`src/hdl/fpba_pkg.sv`:
```
// Package with the item types, sizes and status codes of the fit policy block allocator.
`default_nettype none
package fpba_pkg;
    localparam int MAX_ENTRIES = 32;
    localparam int ARENA_BITS  = 20;

    localparam logic [1:0] ST_OK      = 2'd0;
    localparam logic [1:0] ST_NOFIT   = 2'd1;
    localparam logic [1:0] ST_NOENTRY = 2'd2;
    localparam logic [1:0] ST_BADFREE = 2'd3;

    localparam logic [1:0] POL_FIRST = 2'd0;
    localparam logic [1:0] POL_BEST  = 2'd1;
    localparam logic [1:0] POL_WORST = 2'd2;
    localparam logic [1:0] POL_NEXT  = 2'd3;

    localparam logic MODE_ALLOC = 1'b0;
    localparam logic MODE_FREE  = 1'b1;

    localparam logic CFG_POLICY = 1'b0;
    localparam logic CFG_ARENA  = 1'b1;

    typedef struct packed {
        logic        mode;
        logic [20:0] request_bytes;
        logic [19:0] free_offset;
    } t_in_item;

    typedef struct packed {
        logic [1:0]  status;
        logic [19:0] block_offset;
        logic [5:0]  entries_in_use;
    } t_out_item;

    // Classified command passed from the front part to the back part.
    typedef struct packed {
        logic        is_free;
        logic        reject;
        logic [21:0] size;
        logic [19:0] where;
    } t_cmd;
endpackage
`default_nettype wire

```
`src/hdl/fpba_front.sv`:
```
// Front part: accepts items, rounds sizes and classifies them into a two-entry queue.
`default_nettype none
module fpba_front
    import fpba_pkg::*;
(
    input  wire logic     i_clk,
    input  wire logic     i_rst_n,
    input  wire logic     i_in_valid,
    output logic          o_in_ready,
    input  wire t_in_item i_in_item,
    output logic          o_cmd_valid,
    input  wire logic     i_cmd_ready,
    output t_cmd          o_cmd
);
    t_cmd       r_q [2];
    logic       r_wp, r_rp;
    logic [1:0] r_cnt;
    logic [21:0] w_size;
    t_cmd       w_cmd;
    logic       w_push, w_pop;

    always_comb begin
        w_size = ({1'b0, i_in_item.request_bytes} + 22'd3) & ~22'd3;
        w_cmd.is_free = (i_in_item.mode == MODE_FREE);
        w_cmd.size    = w_size;
        w_cmd.where   = i_in_item.free_offset;
        w_cmd.reject  = (i_in_item.mode == MODE_ALLOC) &&
                        ((w_size == 22'd0) || (w_size > (22'd1 << ARENA_BITS)));
    end

    assign o_in_ready  = (r_cnt != 2'd2);
    assign o_cmd_valid = (r_cnt != 2'd0);
    assign o_cmd       = r_q[r_rp];
    assign w_push      = i_in_valid && o_in_ready;
    assign w_pop       = o_cmd_valid && i_cmd_ready;

    always_ff @(posedge i_clk) begin
        if (w_push) begin
            r_q[r_wp] <= w_cmd;
        end
        if (!i_rst_n) begin
            r_wp  <= 1'b0;
            r_rp  <= 1'b0;
            r_cnt <= 2'd0;
        end else begin
            if (w_push) begin
                r_wp <= ~r_wp;
            end
            if (w_pop) begin
                r_rp <= ~r_rp;
            end
            r_cnt <= r_cnt + {1'b0, w_push} - {1'b0, w_pop};
        end
    end

    property p_no_overflow;
        @(posedge i_clk) disable iff (!i_rst_n) (r_cnt == 2'd2) |-> !w_push;
    endproperty
    a_no_overflow: assert property (p_no_overflow) else $error("queue overflow");

    property p_cnt_bound;
        @(posedge i_clk) disable iff (!i_rst_n) r_cnt != 2'd3;
    endproperty
    a_cnt_bound: assert property (p_cnt_bound) else $error("queue count out of range");

    property p_empty_ptrs;
        @(posedge i_clk) disable iff (!i_rst_n) (r_cnt == 2'd0) |-> (r_wp == r_rp);
    endproperty
    a_empty_ptrs: assert property (p_empty_ptrs) else $error("queue pointers disagree");
endmodule
`default_nettype wire

```
`config.mk`:
```
export PLATFORM = sky130hd
export DESIGN_NAME = fpba_front
export DESIGN_NICKNAME = d
export VERILOG_FILES = /design/src/hdl/fpba_pkg.sv /design/src/hdl/fpba_front.sv
export SDC_FILE = /design/constraint.sdc
export NUM_CORES = 1
export LEC_CHECK = 0
export ABC_AREA = 1
export BUFFER_PORTS_ARGS = -buffer_cell sky130_fd_sc_hd__buf_4
export CAP_MARGIN = 20
export CORE_MARGIN = 1.5
export CORE_UTILIZATION = 60
export CTS_BUF_LIST = sky130_fd_sc_hd__clkbuf_2
export CTS_CLUSTER_SIZE = 12
export DETAILED_ROUTE_END_ITERATION = 6
export HOLD_SLACK_MARGIN = 0.08
export PLACE_DENSITY_LB_ADDON = 0.15
export SLEW_MARGIN = 20
export SYNTH_ARGS = -nofsm -noshare
export SYNTH_HDL_FRONTEND = slang
export SYNTH_SLANG_ARGS = --single-unit
```
`constraint.sdc`:
```
create_clock -name i_clk -period 5.8 [get_ports i_clk]
set_clock_uncertainty 0.1 [all_clocks]
set_input_delay 0.58 -clock i_clk [delete_from_list [all_inputs] [get_ports i_clk]]
set_output_delay 0.58 -clock i_clk [all_outputs]
set_load 0.05 [all_outputs]
```
==> results.ini, run 1 <==
[synthesis]
synth_area_leaders = edfxtp_1 63%, mux2_2 12%, nand2_1 5.0%
ys_warn_count = 0
ys_seq_elements = 89
yosysSeqAreaShare = 0.658
syn_avg_cell_area_um2 = 12.8
synth_cell_types = 27
synth_area_leader_cell = edfxtp_1
synth_area_mm2 = 0.00399
synth_top_area_frac = 0.633
syn_inst = 312

[die]
io_pins = 92
die_h_um = 84.5
rows = 29
fp.dieW_um = 84.5
die-area_mm2 = 0.00714
design.core.area_mm2 = 0.00639
initial_utilization = 0.624

[global_route]
grt_pass1_wl_mm = 11.6
grt.overflow.total = 0
grtUsageTotal = 0.208
antenna_found_initial = 0
grt_pass1_vias = 2490
grt_start_max_net_pins = 43

[cts]
htree_levels = 3
cts-buffers-inserted = 9
cts-root-buf = clkbuf_2
cts_resized = 0
cts_tree = yes
postCtsSetupRepairBufs = 0
clockBufferDepth = 2
clock_sinks = 89
clk_latency_ns = 0.49
hold_buffers = 0
path_clk_slew_ns = 0.23

[critical_path]
required_ns = 5.12
r2r_setup_slack_ns = 3.74
crit_arrival_ns = 2.18
reg2reg_from = r_cnt[0]$_SDFF_PN0_
start_kind = register
crit_fanout = 42
cpPeakStageDelay_ns = 1.04
crit_chain = mux2_2 > buf_4
worstSetupPathType = reg2out
reg2reg_to = r_q[0][31]$_DFFE_PP_
worst_setup_path_end_kind = output port
crit_slowest_cell = dfxtp_2
rr_worst_depth = 5
crit_end = o_cmd[34]

[sta]
tightest_slew_ns = 0.992
fmax_mhz = 350
setup_viol = 0
maxSlewViolCount = 0
post-route-period-util = 0.493
hold_viol = 0
period_needed_ns = 2.86
rsz0062_at_grt = false
slew_headroom = 0.339
fin_setup_tns_ns = 0

[pwr]
power_density_mw_per_mm2 = 409
p_leak_nw = 2.00
ir_worst_vdd_v = 0.000308

[finish]
layout_commonest_cell = buf_4
num_antenna_cells = 0
fin_cells = 491
layout_common_cells = 91 x buf_4, 84 x edfxtp_1, 53 x nand2_1, 42 x mux2_2, 31 x inv_1
finish.instance_area_mm2 = 0.00490
drive_gt1_frac = 0.437
nets = 457
utilization = 0.767
syn_to_final_growth_pct = 22.9

[place]
hpwl_mm = 5.12
io_buffers = 89
dpl_cell_area_mm2 = 0.00475
dp.cells = 474
gp_congestion = 0.905

[route]
wl_mm = 7.11
wl_per_cell_um = 14.5
drc = 0
ant_nets = 0
drtIter0Drc = 100
first_pass_iters = 4
vias = 2556
viasPerCell = 5.21

[status]
status = complete, no violations

[run]
max_cap_violations = 0

[worst_hold_path]
hp-class = in2reg

==> per-layer routing <==
layer / vias to the layer above / GRT usage / routed length [um]
met5: - / 0 / 0
met4: 0 / 0.103 / 153
met3: 13 / 0.0275 / 395
met2: 97 / 0.351 / 3600
met1: 1185 / 0.266 / 2960
li1: 1261 / - / -
==> worst max-delay path: cells and delay by family (launching register included) <==
kind | cells | cell delay (ns)
flops | 1 | 1.04
buf+inv | 1 | 0.19
mux | 1 | 0.44
==> cells in the mapped netlist <==
| cell type | number |
|---|---|
| nor3_1 | 3 |
| o21ai_0 | 3 |
| xnor2_1 | 4 |
| nor2_2 | 8 |
| clkinv_2 | 1 |
| nand2_4 | 2 |
| nand4_1 | 3 |
| mux2_2 | 42 |
| a21oi_1 | 4 |
| or2_0 | 1 |
| edfxtp_1 | 84 |
| xor2_1 | 3 |
| dfxtp_1 | 5 |
| nand2_2 | 12 |
| clkbuf_1 | 5 |
| buf_4 | 2 |
| nand2_1 | 53 |
| nand3_1 | 10 |
| ha_1 | 2 |
| inv_2 | 2 |
| and2_1 | 1 |
| conb_1 | 1 |
| nand3b_1 | 4 |
| inv_1 | 31 |
| nor2_1 | 21 |
| o21ai_1 | 1 |
| nor2_4 | 4 |
==> stage by stage <==
stage	total power, mW	hold WS (ns)	setup WS, ns
floorplan	1.45	0.325	2.53
global placement	1.67	0.328	3.47
detailed placement	1.68	0.353	3.49
CTS	2.02	0.113	2.88
global route	2.09	0.0844	2.79
finish	2.00	0.152	2.94
==> kinds of logic after synthesis <==
family / count (synthesis) / synth area share
mux: 42 / 0.119
flops: 89 / 0.658
fa+ha+maj: 2 / 0.00628
simple gates: 122 / 0.150
other cells: 1 / 0.000941
xor+xnor: 7 / 0.0154
buf+inv: 41 / 0.0408
compound gates: 8 / 0.0100
==> report_power, final <==
group          leakage [nW]  internal [mW]  switching [mW]  total [mW]
combinational          1.09          0.262           0.524       0.786
sequential            0.827          0.818          0.0586       0.877
clock                0.0864          0.144           0.198       0.342
total                  2.00           1.22           0.781        2.00
==> area by class of cell <==
class                      count  area, um2
clock buffer                   9       45.0
clock inverter                 7       92.6
fill                         420       1490
inverter                      34        129
multi-input combinational    183       1220
sequential                    89       2620
tap                           77       96.3
timing repair buffer          92        693
==> state kept, by name, indices dropped and copies added, names as in the netlist, named ones only <==
| register | count |
|---|---|
| r_cnt | 2 |
| r_wp | 1 |
| r_rp | 1 |
| r_q | 84 |
==> how the worst min path moves through the flow <==
stage | cells after the start | slack, ns | end | start
after floorplan | 1 | 0.33 | register | r_rp$_SDFFE_PN0P_
after global placement | 1 | 0.33 | register | r_rp$_SDFFE_PN0P_
after detailed placement | 1 | 0.35 | register | r_rp$_SDFFE_PN0P_
after CTS | 1 | 0.11 | r_q[0][8]$_DFFE_PP_ | i_in_item[8]
after global routing | 1 | 0.08 | r_q[0][8]$_DFFE_PP_ | i_in_item[8]
final | 1 | 0.15 | r_q[0][14]$_DFFE_PP_ | i_in_item[14]
(Power assumes the default switching activity.)
==> inputs of run 2 (changes only) <==
- ABC_AREA: 1 -> 0
- CORE_UTILIZATION: 60 -> 55
- clock period: 5.8 -> 2.95 ns (I/O delays scaled with it)
==> run 2 against run 1 <==
- the flow now finishes with violations (DRC)
- non-clock buffer count up 41
- sequential share of layout area decreased by 1.7 points
- sequential power is 88% higher
- critical endpoint is now o_cmd[25]
- sequential cell count did not move
- largest power group unchanged
- die area rose by 2.6%
- setup slack lost 2.4 ns
==> results.ini, run 2 <==
[finish]
layout_commonest_cell = buf_4
drive_gt1_frac = 0.448  ; +0.0103
largest_register_ffs = 84  ; unchanged
multi_input_area_mm2 = 0.00109  ; -11%
nets = 405  ; -11%
num_antenna_cells = 0  ; unchanged
fillers = 387  ; -7.9%
top_regs = r_q x84, r_cnt x2
regMostFlops = r_q
regArea_mm2 = 0.00262  ; unchanged
layout_common_cells = 89 x buf_4, 84 x edfxtp_1, 42 x mux2_2, 41 x dlygate4sd3_1, 17 x xnor2_1
syn_to_final_growth_pct = 34.9
fin_cells = 439  ; -11%

[cts]
cts-root-buf = clkbuf_2
cts_resized = 0  ; unchanged
path_clk_slew_ns = 0.21  ; -0.02 ns
hold_buffers = 41  ; +41
cts_tree = yes
clockBufferDepth = 2  ; unchanged
cts-buffers-inserted = 9  ; unchanged
htree_levels = 3  ; unchanged
clk_latency_ns = 0.47  ; -0.02 ns
clock_sinks = 89  ; unchanged
postCtsSetupRepairBufs = 0  ; unchanged

[sta]
hold_viol = 0  ; unchanged
period_needed_ns = 2.40
tightest_slew_ns = 0.664  ; -0.328 ns
rsz0062_at_grt = false
slew_headroom = 0.556  ; +0.217
fin_setup_tns_ns = 0  ; unchanged
final.setup.worst_slack_ns = 0.553  ; -2.39 ns
setup_viol = 0  ; unchanged
maxSlewViolCount = 0  ; unchanged
post-route-period-util = 0.813
hold_slack_ns = 0.171  ; +0.0182 ns
fmax_mhz = 417

[route]
wl_mm = 7.22  ; +1.5%
met3WireLength_um = 306  ; -23%
wl_met2_mm = 3.94  ; +9.2%
detail_route.wirelength.met1_mm = 2.88  ; -2.7%
first_pass_iters = 6  ; +2
drtIter0Drc = 90  ; -10%
drc = 5  ; +5
vias = 2311  ; -9.6%
wl_per_cell_um = 16.4  ; +13%
highest_layer = met4
viasPerCell = 5.26  ; +1.1%
ant_nets = 0  ; unchanged

[synthesis]
yosysSeqAreaShare = 0.699  ; +0.0408
synth_cell_types = 35  ; +30%
synthSimpleGateAreaFrac = 0.0770  ; -0.0727
synth-main-ff-cell = edfxtp_1
syn_avg_cell_area_um2 = 17.1  ; +34%
synth_area_mm2 = 0.00375  ; -5.8%
synth_top_area_frac = 0.672  ; +0.0393
synth_common_cells = 84 x edfxtp_1, 42 x mux2_2, 17 x xnor2_1
synthXorXnorAreaFrac = 0.0514  ; +0.0360
yosysMostFrequentCell = edfxtp_1
ys_warn_count = 0  ; unchanged
synth_area_leader_cell = edfxtp_1
synth_top_family_by_area = multiplexers
synth_compound_area_frac = 0.0200  ; +0.00996
async_reset_ff_frac = 0  ; unchanged
syn_inst = 220  ; -29%
ys_seq_elements = 89  ; unchanged
synth_area_leaders = edfxtp_1 67%, mux2_2 13%, xnor2_1 4.0%
synth_edf_count = 84  ; unchanged
synthMuxAreaShare = 0.130  ; +0.0114
synthAdderAreaFrac = 0.00667  ; +0.000389

[place]
hpwl_mm = 4.53  ; -11%
dp.cells = 382  ; -19%
dp_worst_setup_slack_ns = 0.734  ; -2.75 ns
io_buffers = 89  ; unchanged
gp_congestion = 0.763  ; -16%

[global_route]
grt_pass1_wl_mm = 11.0  ; -4.7%
grtUsageTotal = 0.200  ; -0.00744
grt_pass1_vias = 2330  ; -6.4%
grt_start_max_net_pins = 43  ; unchanged
antenna_found_initial = 0  ; unchanged
grt.overflow.total = 0  ; unchanged

[critical_path]
worstSetupPathType = reg2out
crit_arrival_ns = 2.00  ; -0.18 ns
crit_family = flip-flops
start_kind = register
crit_fanout = 23  ; -45%
worst_setup_path_end_kind = output port
cp.buffers_inverters = 2  ; +1
crit_slowest_cell = dfxtp_2
cpPeakStageDelay_ns = 0.72  ; -0.32 ns
required_ns = 2.56  ; -2.56 ns
crit_chain = buf_12 > mux2_2 > buf_4

[die]
initial_utilization = 0.581  ; -0.0430
die-area_mm2 = 0.00733  ; +2.6%
io_pins = 92  ; unchanged
fp.dieW_um = 85.6  ; +1.3%
design.core.area_mm2 = 0.00646  ; +1.1%
rows = 29  ; unchanged
die_h_um = 85.6  ; +1.3%

[pwr]
design_power_total_mw = 3.81  ; +90%
p_leak_nw = 1.89  ; -5.6%
ir_worst_vdd_v = 0.000435  ; +41%
power_density_mw_per_mm2 = 752  ; +84%

[status]
status = finished with violations
violations = DRC

[run]
max_cap_violations = 0  ; unchanged

[worst_hold_path]
hp-class = in2reg

## run 2: cell types whose count changed in the layout (fill, tap and decap cells not counted), sizes merged, moves of 5 or more
cell	before	now
nand3	10	5
dlygate4sd3	1	41
nand2	67	8
inv	35	3
xnor2	4	17
and3	0	5
nor2	33	7
## run 2: final cells by class
cell class | count | share of cell area
flip-flops and latches | 89 | 0.518
repair buffers | 133 | 0.225
multi-input cells | 121 | 0.215
inverters | 3 | 0.00222
well taps | 77 | 0.0190
clock inverters | 3 | 0.00816
clock buffers | 13 | 0.0129
## run 2: logic make-up after synthesis
family                   after synthesis
other                                  1
adder cells (fa/ha/maj)                2
multiplexers                          43
flip-flops                            89
AND/OR/NAND/NOR                       45
AO/OA/AOI/OAI                          7
XOR/XNOR                              22
buffers and inverters                 11
## run 2: per-layer routing
| layer | vias to the layer above | GRT usage |
|---|---|---|
| met2 | 74 | 0.375 |
| met5 | - | 0 |
| li1 | 1108 | - |
| met1 | 1121 | 0.226 |
| met4 | 0 | 0.0748 |
| met3 | 8 | 0.0375 |
## run 2: worst min-delay path, stage by stage
cell,delay [ns]
buf_4,0.07
and2_1,0.16
xnor2_1,0.10
nor2b_1,0.10
## run 2: worst paths after layout
| check | cells past startpoint | end | slack, ns | start |
|---|---|---|---|---|
| setup / recovery | 3 | o_cmd[25] | 0.55 | register |
| hold / removal | 4 | r_rp$_SDFFE_PN0P_ | 0.17 | i_cmd_ready |
| setup reg to reg | 8 | r_cnt[1]$_SDFF_PN0_ | 1.01 | r_cnt[1]$_SDFF_PN0_ |
| hold reg to reg | 2 | r_rp$_SDFFE_PN0P_ | 0.47 | r_rp$_SDFFE_PN0P_ |
## run 2: where the power goes
group	leakage (nW)	switching (mW)	internal, mW
Clock	0.0698	0.359	0.208
Combinational	0.995	1.01	0.580
Sequential	0.828	0.0814	1.57
## run 2: metrics by stage
step / utilization / instance area [um2]
after floorplan: - / 3760
final: 0.784 / 5060
after CTS: 0.784 / 5060
after global placement: 0.704 / 4550
after detailed placement: 0.704 / 4550
after global routing: 0.784 / 5060
